**src/hw/rtl/hsv2rgb_pkg.sv**
```systemverilog
// ----------------------------------------------------------------------------
// HSV to RGB package
// Shared widths, constants and control types of the HSV to RGB converter.
// ----------------------------------------------------------------------------
package hsv2rgb_pkg;

  localparam int unsigned HUE_W  = 16;
  localparam int unsigned CHAN_W = 8;

  // One full unit of the q and t numerators: 255 * 65536.
  localparam logic [23:0] FULL_SCALE = 24'd16711680;

  localparam logic [2:0] SECTOR_RED     = 3'd0;
  localparam logic [2:0] SECTOR_YELLOW  = 3'd1;
  localparam logic [2:0] SECTOR_GREEN   = 3'd2;
  localparam logic [2:0] SECTOR_CYAN    = 3'd3;
  localparam logic [2:0] SECTOR_BLUE    = 3'd4;
  localparam logic [2:0] SECTOR_MAGENTA = 3'd5;

  typedef struct packed {
    logic est;
    logic fix;
  } div_ctrl_t;

endpackage

```
**src/hw/rtl/hsv2rgb_if.sv**
```systemverilog
// ----------------------------------------------------------------------------
// HSV to RGB channel interfaces
// Valid/ready channels for the HSV request and the RGB result.
// ----------------------------------------------------------------------------
interface hsv2rgb_hsv_if;
  logic                              valid;
  logic                              ready;
  logic [hsv2rgb_pkg::HUE_W-1:0]     hue;
  logic [hsv2rgb_pkg::CHAN_W-1:0]    saturation;
  logic [hsv2rgb_pkg::CHAN_W-1:0]    brightness;

  modport source (output valid, hue, saturation, brightness, input ready);
  modport sink (input valid, hue, saturation, brightness, output ready);
endinterface

interface hsv2rgb_rgb_if;
  logic                              valid;
  logic                              ready;
  logic [hsv2rgb_pkg::CHAN_W-1:0]    red;
  logic [hsv2rgb_pkg::CHAN_W-1:0]    green;
  logic [hsv2rgb_pkg::CHAN_W-1:0]    blue;

  modport source (output valid, red, green, blue, input ready);
  modport sink (input valid, red, green, blue, output ready);
endinterface

```
**src/hw/rtl/hsv_to_rgb_converter.sv**
```systemverilog
// ----------------------------------------------------------------------------
// HSV to RGB converter
// Converts a 16-bit hue with 8-bit saturation and brightness to 8-bit RGB.
//
// The hsv channel takes one request per cycle while ready: hue is a fraction
// of a full turn in units of 1/65536, saturation and brightness are in units
// of 1/255. The rgb channel returns one result per request, in request order.
// The work runs in a five-stage pipeline: hue scaling, the f*s products,
// the brightness products, the reciprocal estimate of the division by 255,
// and its correction together with the sector routing.
// One request per cycle is sustained while the receiver does not stall.
// When the receiver stalls, the pipeline keeps filling its empty stages and
// lowers hsv.ready only once every stage holds a request; nothing is lost
// or repeated.
// Synchronous reset empties the pipeline; payload registers keep their data.
// ----------------------------------------------------------------------------
module hsv_to_rgb_converter (
  input  logic                 clk,
  input  logic                 rst,
  hsv2rgb_hsv_if.sink          hsv,
  hsv2rgb_rgb_if.source        rgb
);

  logic [4:0] v;
  logic [4:0] en;

  assign en[4] = !v[4] || rgb.ready;
  assign en[3] = !v[3] || en[4];
  assign en[2] = !v[2] || en[3];
  assign en[1] = !v[1] || en[2];
  assign en[0] = !v[0] || en[1];

  assign hsv.ready = en[0];
  assign rgb.valid = v[4];

  always_ff @(posedge clk) begin
    if (rst) begin
      v <= '0;
    end else begin
      if (en[0]) v[0] <= hsv.valid;
      if (en[1]) v[1] <= v[0];
      if (en[2]) v[2] <= v[1];
      if (en[3]) v[3] <= v[2];
      if (en[4]) v[4] <= v[3];
    end
  end

  // Stage A: hue times six, and b * (255 - s).
  logic [18:0] h6;
  logic [15:0] ps_next;
  logic [2:0]  a_sector;
  logic [15:0] a_frac;
  logic [7:0]  a_sat;
  logic [7:0]  a_bri;
  logic [15:0] a_ps;

  assign h6      = {1'b0, hsv.hue, 2'b00} + {2'b00, hsv.hue, 1'b0};
  assign ps_next = {8'h00, hsv.brightness} * {8'h00, 8'd255 - hsv.saturation};

  always_ff @(posedge clk) begin
    if (en[0]) begin
      a_sector <= h6[18:16];
      a_frac   <= h6[15:0];
      a_sat    <= hsv.saturation;
      a_bri    <= hsv.brightness;
      a_ps     <= ps_next;
    end
  end

  // Stage B: numerators of q and t.
  logic [23:0] fs;
  logic [16:0] inv_frac;
  logic [24:0] gs;
  logic [2:0]  b_sector;
  logic [7:0]  b_bri;
  logic [15:0] b_ps;
  logic [23:0] b_nq;
  logic [23:0] b_nt;

  assign fs       = {8'h00, a_frac} * {16'h0000, a_sat};
  assign inv_frac = 17'h10000 - {1'b0, a_frac};
  assign gs       = {8'h00, inv_frac} * {17'h00000, a_sat};

  always_ff @(posedge clk) begin
    if (en[1]) begin
      b_sector <= a_sector;
      b_bri    <= a_bri;
      b_ps     <= a_ps;
      b_nq     <= hsv2rgb_pkg::FULL_SCALE - fs;
      b_nt     <= hsv2rgb_pkg::FULL_SCALE - gs[23:0];
    end
  end

  // Stage C: brightness products, pre-divided by 65536.
  logic [31:0] mq;
  logic [31:0] mt;
  logic [2:0]  c_sector;
  logic [7:0]  c_bri;
  logic [15:0] c_ps;
  logic [15:0] c_mq;
  logic [15:0] c_mt;

  assign mq = {24'h000000, b_bri} * {8'h00, b_nq};
  assign mt = {24'h000000, b_bri} * {8'h00, b_nt};

  always_ff @(posedge clk) begin
    if (en[2]) begin
      c_sector <= b_sector;
      c_bri    <= b_bri;
      c_ps     <= b_ps;
      c_mq     <= mq[31:16];
      c_mt     <= mt[31:16];
    end
  end

  // Stages D and E: division by 255, then routing.
  hsv2rgb_pkg::div_ctrl_t div_ctrl;
  logic [7:0] p_val;
  logic [7:0] q_val;
  logic [7:0] t_val;
  logic [2:0] d_sector;
  logic [7:0] d_bri;
  logic [2:0] e_sector;
  logic [7:0] e_bri;

  assign div_ctrl.est = en[3];
  assign div_ctrl.fix = en[4];

  hsv2rgb_div255 u_div_p (.clk(clk), .ctrl(div_ctrl), .x(c_ps), .quotient(p_val));
  hsv2rgb_div255 u_div_q (.clk(clk), .ctrl(div_ctrl), .x(c_mq), .quotient(q_val));
  hsv2rgb_div255 u_div_t (.clk(clk), .ctrl(div_ctrl), .x(c_mt), .quotient(t_val));

  always_ff @(posedge clk) begin
    if (en[3]) begin
      d_sector <= c_sector;
      d_bri    <= c_bri;
    end
    if (en[4]) begin
      e_sector <= d_sector;
      e_bri    <= d_bri;
    end
  end

  always_comb begin
    unique case (e_sector)
      hsv2rgb_pkg::SECTOR_YELLOW: begin
        rgb.red = q_val; rgb.green = e_bri; rgb.blue = p_val;
      end
      hsv2rgb_pkg::SECTOR_GREEN: begin
        rgb.red = p_val; rgb.green = e_bri; rgb.blue = t_val;
      end
      hsv2rgb_pkg::SECTOR_CYAN: begin
        rgb.red = p_val; rgb.green = q_val; rgb.blue = e_bri;
      end
      hsv2rgb_pkg::SECTOR_BLUE: begin
        rgb.red = t_val; rgb.green = p_val; rgb.blue = e_bri;
      end
      hsv2rgb_pkg::SECTOR_MAGENTA: begin
        rgb.red = e_bri; rgb.green = p_val; rgb.blue = q_val;
      end
      default: begin
        rgb.red = e_bri; rgb.green = t_val; rgb.blue = p_val;
      end
    endcase
  end

  // The input side stalls only when every stage is full and the output waits.
  assert property (@(posedge clk) !hsv.ready |-> ((&v) && !rgb.ready))
    else $error("hsv.ready low while the pipeline has room");

  // Reset empties every stage.
  assert property (@(posedge clk) rst |=> (v == 5'b00000))
    else $error("pipeline not empty after reset");

  // One channel of every result carries the brightness unchanged.
  assert property (@(posedge clk) disable iff (rst)
    rgb.valid |-> (rgb.red == e_bri || rgb.green == e_bri || rgb.blue == e_bri))
    else $error("no channel carries the brightness");

endmodule

```
**src/hw/rtl/hsv2rgb_div255.sv**
```systemverilog
// ----------------------------------------------------------------------------
// Divide by 255
// Two-stage pipelined floor(x / 255) for a 16-bit x whose quotient fits
// in 8 bits: a reciprocal estimate, then one compare and correct step.
// ----------------------------------------------------------------------------
module hsv2rgb_div255 (
  input  logic                   clk,
  input  hsv2rgb_pkg::div_ctrl_t ctrl,
  input  logic [15:0]            x,
  output logic [7:0]             quotient
);

  logic [24:0] prod;
  logic [15:0] x_est;
  logic [8:0]  q_est;
  logic [16:0] q_times;
  logic [16:0] rem;

  assign prod    = {1'b0, x, 8'h00} + {9'h000, x};
  assign q_times = {q_est, 8'h00} - {8'h00, q_est};
  assign rem     = {1'b0, x_est} - q_times;

  always_ff @(posedge clk) begin
    if (ctrl.est) begin
      x_est <= x;
      q_est <= prod[24:16];
    end
    if (ctrl.fix) begin
      quotient <= q_est[7:0] + {7'h00, (rem >= 17'd255)};
    end
  end

endmodule

```
**src/flat_wrapper.sv**
```systemverilog
// flat-port wrapper written by rule: the top's interface ports become plain ports
module hsv_to_rgb_converter_flat 
  (clk, rst, hsv_valid, hsv_hue, hsv_saturation, hsv_brightness, hsv_ready, rgb_valid, rgb_red, rgb_green, rgb_blue, rgb_ready);
  hsv2rgb_hsv_if hsv_i ();
  hsv2rgb_rgb_if rgb_i ();
  input  logic clk;
  input  logic rst;
  input wire logic [$bits(hsv_i.valid)-1:0] hsv_valid;
  input wire logic [$bits(hsv_i.hue)-1:0] hsv_hue;
  input wire logic [$bits(hsv_i.saturation)-1:0] hsv_saturation;
  input wire logic [$bits(hsv_i.brightness)-1:0] hsv_brightness;
  output wire logic [$bits(hsv_i.ready)-1:0] hsv_ready;
  output wire logic [$bits(rgb_i.valid)-1:0] rgb_valid;
  output wire logic [$bits(rgb_i.red)-1:0] rgb_red;
  output wire logic [$bits(rgb_i.green)-1:0] rgb_green;
  output wire logic [$bits(rgb_i.blue)-1:0] rgb_blue;
  input wire logic [$bits(rgb_i.ready)-1:0] rgb_ready;
  assign hsv_i.valid = hsv_valid;
  assign hsv_i.hue = hsv_hue;
  assign hsv_i.saturation = hsv_saturation;
  assign hsv_i.brightness = hsv_brightness;
  assign hsv_ready = hsv_i.ready;
  assign rgb_valid = rgb_i.valid;
  assign rgb_red = rgb_i.red;
  assign rgb_green = rgb_i.green;
  assign rgb_blue = rgb_i.blue;
  assign rgb_i.ready = rgb_ready;
  hsv_to_rgb_converter u_core (.clk(clk), .rst(rst), .hsv(hsv_i), .rgb(rgb_i));
endmodule
```
**config.mk**
```make
export PLATFORM = sky130hd
export DESIGN_NAME = hsv_to_rgb_converter_flat
export DESIGN_NICKNAME = d
export VERILOG_FILES = /design/src/hw/rtl/hsv2rgb_pkg.sv /design/src/hw/rtl/hsv2rgb_if.sv /design/src/hw/rtl/hsv_to_rgb_converter.sv /design/src/hw/rtl/hsv2rgb_div255.sv /design/src/flat_wrapper.sv
export SDC_FILE = /design/constraint.sdc
export NUM_CORES = 2
export LEC_CHECK = 0
export ABC_AREA = 1
export BUFFER_PORTS_ARGS = -buffer_cell sky130_fd_sc_hd__buf_4
export CAP_MARGIN = 20
export CORE_ASPECT_RATIO = 1.5
export CORE_MARGIN = 3
export CORE_UTILIZATION = 65
export DETAILED_ROUTE_END_ITERATION = 8
export PLACE_DENSITY = 0.86
export SKIP_CTS_REPAIR_TIMING = 1
export SYNTH_ARGS = -nofsm -noshare
export SYNTH_HDL_FRONTEND = slang
export SYNTH_SLANG_ARGS = --single-unit
```
**constraint.sdc**
```tcl
create_clock -name clk -period 17.6 [get_ports clk]
set_clock_uncertainty 0.15 [all_clocks]
set_input_delay 0 -clock clk [delete_from_list [all_inputs] [get_ports clk]]
set_output_delay 0 -clock clk [all_outputs]
set_load 0.01 [all_outputs]
```
Word level (Yosys, flattened, before mapping). Cells that the tools add are included.

Word-level logic and storage cells: 80. Input bits: 36. Register bits: 311. Output and inout bits: 26.

Reduce and logical (&&, ||, !) cells: 14. Multiply operators: 5. Multiplexer cells: 3. Eq/ne operators: 5. $add $sub $neg: 17. Magnitude comparators: 3.

Operator list (number): 24-bit by 16-bit adder with 25-bit output (3); 8-bit one-hot mux with 3 select lines (3); 8-bit by 24-bit multiplier with 32-bit output (2); 17-bit by 8-bit greater-or-equal comparator with 1-bit output, second input constant (3); 16-bit by 17-bit subtractor with 17-bit output (3); 17-bit by 9-bit subtractor with 17-bit output (3); 24-bit subtractor, first input constant (2); 8-bit by 1-bit adder with 8-bit output (3); 16-bit by 8-bit multiplier with 24-bit output (1); 17-bit by 8-bit multiplier with 24-bit output (1); 18-bit by 17-bit adder with 19-bit output (1); 17-bit by 16-bit subtractor with 17-bit output, first input constant (1); 8-bit by 8-bit multiplier with 16-bit output (1); 2-bit OR reduction (4); 8-bit subtractor, first input constant (1); 3-bit by 2-bit == test with 1-bit output, second input constant (2); 3-bit == test, second input constant (2); 1-bit logical NOT (5); 1-bit logical OR (5); 3-bit by 1-bit == test with 1-bit output, second input constant (1).

Depth between registers and ports, before layout.
Word-level depth: 6. Gate-level depth with buffers: 29. Gate-level depth less buffers: 28.

Hierarchy. Synthesis repeated with hierarchy kept, for this count alone.

Cell total of the unflattened synthesis: 5111. Area total of the unflattened synthesis: 39726.9 um^2.

By module, submodules not included: hsv_to_rgb_converter (sequential area each 6195.9 um^2, cells each 3957, area an instance 31241.2 um^2, times used 1); hsv2rgb_div255 at u_core.u_div_p ... (sequential area each 991.0 um^2, cells each 386, area an instance 2819.0 um^2, times used 2); hsv2rgb_div255 at u_core.u_div_q (sequential area each 991.0 um^2, cells each 382, area an instance 2847.7 um^2, times used 1).

Worst setup path after synthesis. Ideal clock, no wire load.

Kind: reg-to-reg. Start point: reg u_core.v[4]. End point: reg u_core.b_bri[0], enable pin. Path slack: 11.094 ns. Clock period less this slack: 6.506 ns. Setup time: 0.426 ns. Cell stages (with the launch flop): 10. Path buffers: 0. Data arrival time: 5.930 ns. Path through: dfxtp_1 inv_1 nor2_1 inv_1 nor2_1 inv_1 nor2_1 inv_1 nor2_1 inv_1.

RTL lines: start, declared (RTL line hsv_to_rgb_converter.sv:24) `logic [4:0] v;`; start signal, assigned (RTL line hsv_to_rgb_converter.sv:44) `if (en[4]) v[4] <= v[3];`; end signal, assigned (RTL line hsv_to_rgb_converter.sv:87) `b_bri <= a_bri;`; end, declared (RTL line hsv_to_rgb_converter.sv:75) `logic [7:0] b_bri;`.

Final worst setup path.
Start point: reg u_core.a_frac[2]. End point: reg u_core.b_nt[22], data pin.

Longest elaborated chain between the ends: 3.

RTL lines: start, declared (RTL line hsv_to_rgb_converter.sv:52) `logic [15:0] a_frac;`; start signal, assigned (RTL line hsv_to_rgb_converter.sv:63) `a_frac <= h6[15:0];`; 17-bit by 16-bit subtractor with 17-bit output (RTL line hsv_to_rgb_converter.sv:81) `assign inv_frac = 17'h10000 - {1'b0, a_frac};`; 17-bit by 8-bit multiplier with 24-bit output (RTL line hsv_to_rgb_converter.sv:82) `assign gs = {8'h00, inv_frac} * {17'h00000, a_sat};`; 24-bit subtractor (RTL line hsv_to_rgb_converter.sv:90) `b_nt <= hsv2rgb_pkg::FULL_SCALE - gs[23:0];`; end signal, assigned (RTL line hsv_to_rgb_converter.sv:90); end, declared (RTL line hsv_to_rgb_converter.sv:78) `logic [23:0] b_nt;`.

Every way passes these cells. A chain may end at the register's enable or synchronous reset.

==> impl_metrics.csv <==
group,metric,value,unit
global_routing,grt_max_degree,74,
critical_path,path_class,"flop to flop",
critical_path,crit_path_max_fanout,9,
sta,fin_crit_sh,33.2,%
sta,fin_tns_setup,0,ns
detailed_routing,dr.pass1.iters,6,
critical_path,endpoint,"u_core.b_nt[22]$_DFFE_PP_",
placed_design,place.gp.congestion,0.984,
clock_tree,cts_tree,"done",
detailed_routing,totalWireLength,96.5,mm
flow_run,cap_violations,0,
logic_synthesis,synth_top_area_cell,"fa_1",
critical_path,crit_arrival,6.03,ns
detailed_routing,top_layer_used,"met4",
clock_tree,clock_path_buffers,3,
logic_synthesis,synth_cells,4926,
sta,post-route-min-period,5.84,ns
critical_path,worstSetupPathDepth,24,
finish,largest_register_ffs,23,
critical_path,rrSetupSlack,11.76,ns
clock_tree,cts_root_buf,"clkbuf_16",
critical_path,startpoint_type,"flop",
sta,fin_hold_ws,-0.0128,ns
logic_synthesis,syn_nets,5798,
critical_path,startpoint,"u_core.a_frac[2]$_DFFE_PP_",
logic_synthesis,syn-cell-area,0.0390,mm^2
detailed_routing,met3_length,5.07,mm
sta,relSlewSlack,28.9,%
run_status,outcome,"complete, but fails checks",
critical_path,path_cells,"clkinv_2 > ha_1 > nand2_1 > nor2_1 > inv_1 > nor4_1 > or2_2 > nand2_1 > inv_1 > nand2_1 > fa_1 > fa_1 > fa_1 > inv_1 > fa_1 > inv_1 > ha_1 > nand2_1 > nor2_1 > inv_1 > nor4_1 > nand3_1 > nand3_1 > xor2_1",
clock_tree,clk_pin_slew,0.06,ns
sta,tightest_slew,1.07,ns
global_routing,grt_pass1_wl,156,mm
detailed_routing,via_count,31737,
critical_path,cp.required,17.79,ns
finish,antennaDiodeCount,0,
finish,top_regs,"u_core.b_nt (23), u_core.b_nq (22)",
finish,top_register,"u_core.b_nt",
global_routing,grt_overflow,0,
critical_path,worst-path-buf-inv,6,
detailed_routing,drcViolationCount,0,
logic_synthesis,yosysUniqueCellTypes,52,
logic_synthesis,avgSynthCellArea,7.93,um^2
finish,drive_above_1_share,3.44,%
critical_path,critPathTopFamily,"adder cells",
placed_design,port_buffers,61,
sta,max_freq,171,MHz
detailed_routing,wirelength_met1,32.7,mm
finish,area_growth,6.57,%
placed_design,dpl.hpwl,77.5,mm
finish,register_area,0.00917,mm^2
clock_tree,insertion_delay,0.59,ns
floorplan,die_w,206,um
logic_synthesis,netlist.area_leader.share,23.2,%
critical_path,r2r_end,"u_core.b_nt[22]$_DFFE_PP_",
floorplan,die_h,306,um
logic_synthesis,yosysMostFrequentCell,"nand2_1",
floorplan,io_pins,62,
logic_synthesis,synth-seq-cells,307,
logic_synthesis,synth_area_leaders,"fa_1 23%, edfxtp_1 23%, nand2_1 12%",
critical_path,slowest_stage,"fa_1",
logic_synthesis,ys.flop_type,"edfxtp_1",
clock_tree,numCtsBuffers,30,
critical_path,crit_top_cell,"inv_1",
floorplan,floorplan.initialDensity,66.0,%
clock_tree,cts_max_level,1,
sta,rsz0062_at_grt,"no",
detailed_routing,drtIter0Drc,1929,
detailed_routing,avgRoutedWirePerCell,16.7,um
sta,hold_violations,1,
worst_hold_path,min_path_type,"input port to flop",
detailed_routing,met2_length,50.1,mm
logic_synthesis,ys_warn_count,0,
critical_path,rr_worst_depth,24,
finish,fillers,4577,
detailed_routing,postRouteAntennaNets,0,
global_routing,antenna_found_initial,0,
sta,final-setup-viol-count,0,
clock_tree,cts.sinks,307,
floorplan,core_area,0.0592,mm^2
detailed_routing,viasPerCell,5.50,
critical_path,r2r_start,"u_core.a_frac[2]$_DFFE_PP_",
global_routing,grt_pass1_vias,32712,
logic_synthesis,seq_area_frac_synth,23.5,%
run_status,violations,"negative hold slack",
sta,slew_violations,0,
global_routing,grt_use_total,30.9,%
critical_path,critPathCaptureType,"flop",
critical_path,max_stage_delay,0.54,ns
logic_synthesis,synth_edf_count,302,
logic_synthesis,yosys-top-cells-count,"1295 x nand2_1, 1260 x inv_1, 453 x fa_1",
finish,multiInputGateArea,0.0246,mm^2
finish,nets,5843,
floorplan,die-area,0.0631,mm^2
floorplan,rows,109,
logic_synthesis,async_reset_ff_share,0,%
kinds of logic after synthesis:
| group | share of synthesized area (%) |
|---|---|
| AO/OA/AOI/OAI | 5.10 |
| buffers and inverters | 13.6 |
| adder cells (fa/ha/maj) | 35.5 |
| AND/OR/NAND/NOR | 19.9 |
| flip-flops | 23.5 |
| XOR/XNOR | 2.44 |
per-layer routing:
metal  vias up  global-route usage (%)
met4         0                    21.8
met3       491                    2.96
met2      1279                    57.3
li1      14987                       -
met1     14980                    32.1
met5         -                       0
through the flow:
step | hold slack, ns | area (um^2) | cells | setup WS, ns | util, %
global route | 0.0212 | 41600 | 5770 | 11.39 | 70.3
CTS | -0.583 | 41100 | 5720 | 11.83 | 69.5
floorplan | -0.0809 | 39000 | 4926 | 11.09 | -
finish | -0.0128 | 41600 | 5770 | 11.76 | 70.3
global placement | 0.0397 | 40100 | 5666 | 11.91 | 67.8
detailed placement | 0.0408 | 40100 | 5666 | 11.85 | 67.8
how the worst min path moves through the flow:
stage	startpoint	end	slack, ns	cells after the start
after global placement	hsv_brightness[0]	u_core.a_bri[0]$_DFFE_PP_	0.04	1
after floorplan	rst	u_core.v[0]$_SDFFE_PP0P_	-0.08	1
after global routing	rst	u_core.v[2]$_SDFFE_PP0P_	0.02	3
after CTS	hsv_brightness[0]	u_core.a_bri[0]$_DFFE_PP_	-0.58	1
final	rgb_ready	u_core.v[4]$_SDFFE_PP0P_	-0.01	5
after detailed placement	hsv_brightness[0]	u_core.a_bri[0]$_DFFE_PP_	0.04	1
cell usage in the layout, fill, tap and decap left out, types with 4 or more instances in the layout:
master,count
a211oi_1,5
a21boi_0,6
a21o_1,16
a21oi_1,176
a221oi_1,7
a22oi_1,5
a31oi_1,12
and2_1,6
buf_4,81
clkbuf_1,5
clkbuf_16,30
clkinv_1,6
clkinv_2,8
dfxtp_1,5
dlygate4sd3_1,50
edfxtp_1,302
fa_1,453
ha_1,383
inv_1,1257
inv_2,16
nand2_1,1294
nand2_2,4
nand3_1,172
nand3b_1,10
nand4_1,25
nor2_1,327
nor2_2,12
nor2_4,4
nor3_1,41
nor4_1,17
o2111ai_1,7
o21ai_0,82
o21ai_1,5
o21bai_1,19
o22ai_1,6
xnor2_1,31
xor2_1,78
tightest hold or removal path: stages:
cell     delay (ns)
buf_4          0.07
nor2_1         0.03
inv_1          0.04
buf_4          0.41
a21oi_1        0.11
layout make-up:
cell class | instances | share of cell area [%]
flip-flops and latches | 307 | 22.0
multi-input cells | 3223 | 59.1
repair buffers | 131 | 2.66
clock inverters | 19 | 0.514
well taps | 777 | 2.34
inverters | 1278 | 11.5
clock buffers | 35 | 1.85
Power is not shown: default switching activity piles up to over one toggle a cycle in this logic, so the estimate is an artifact.
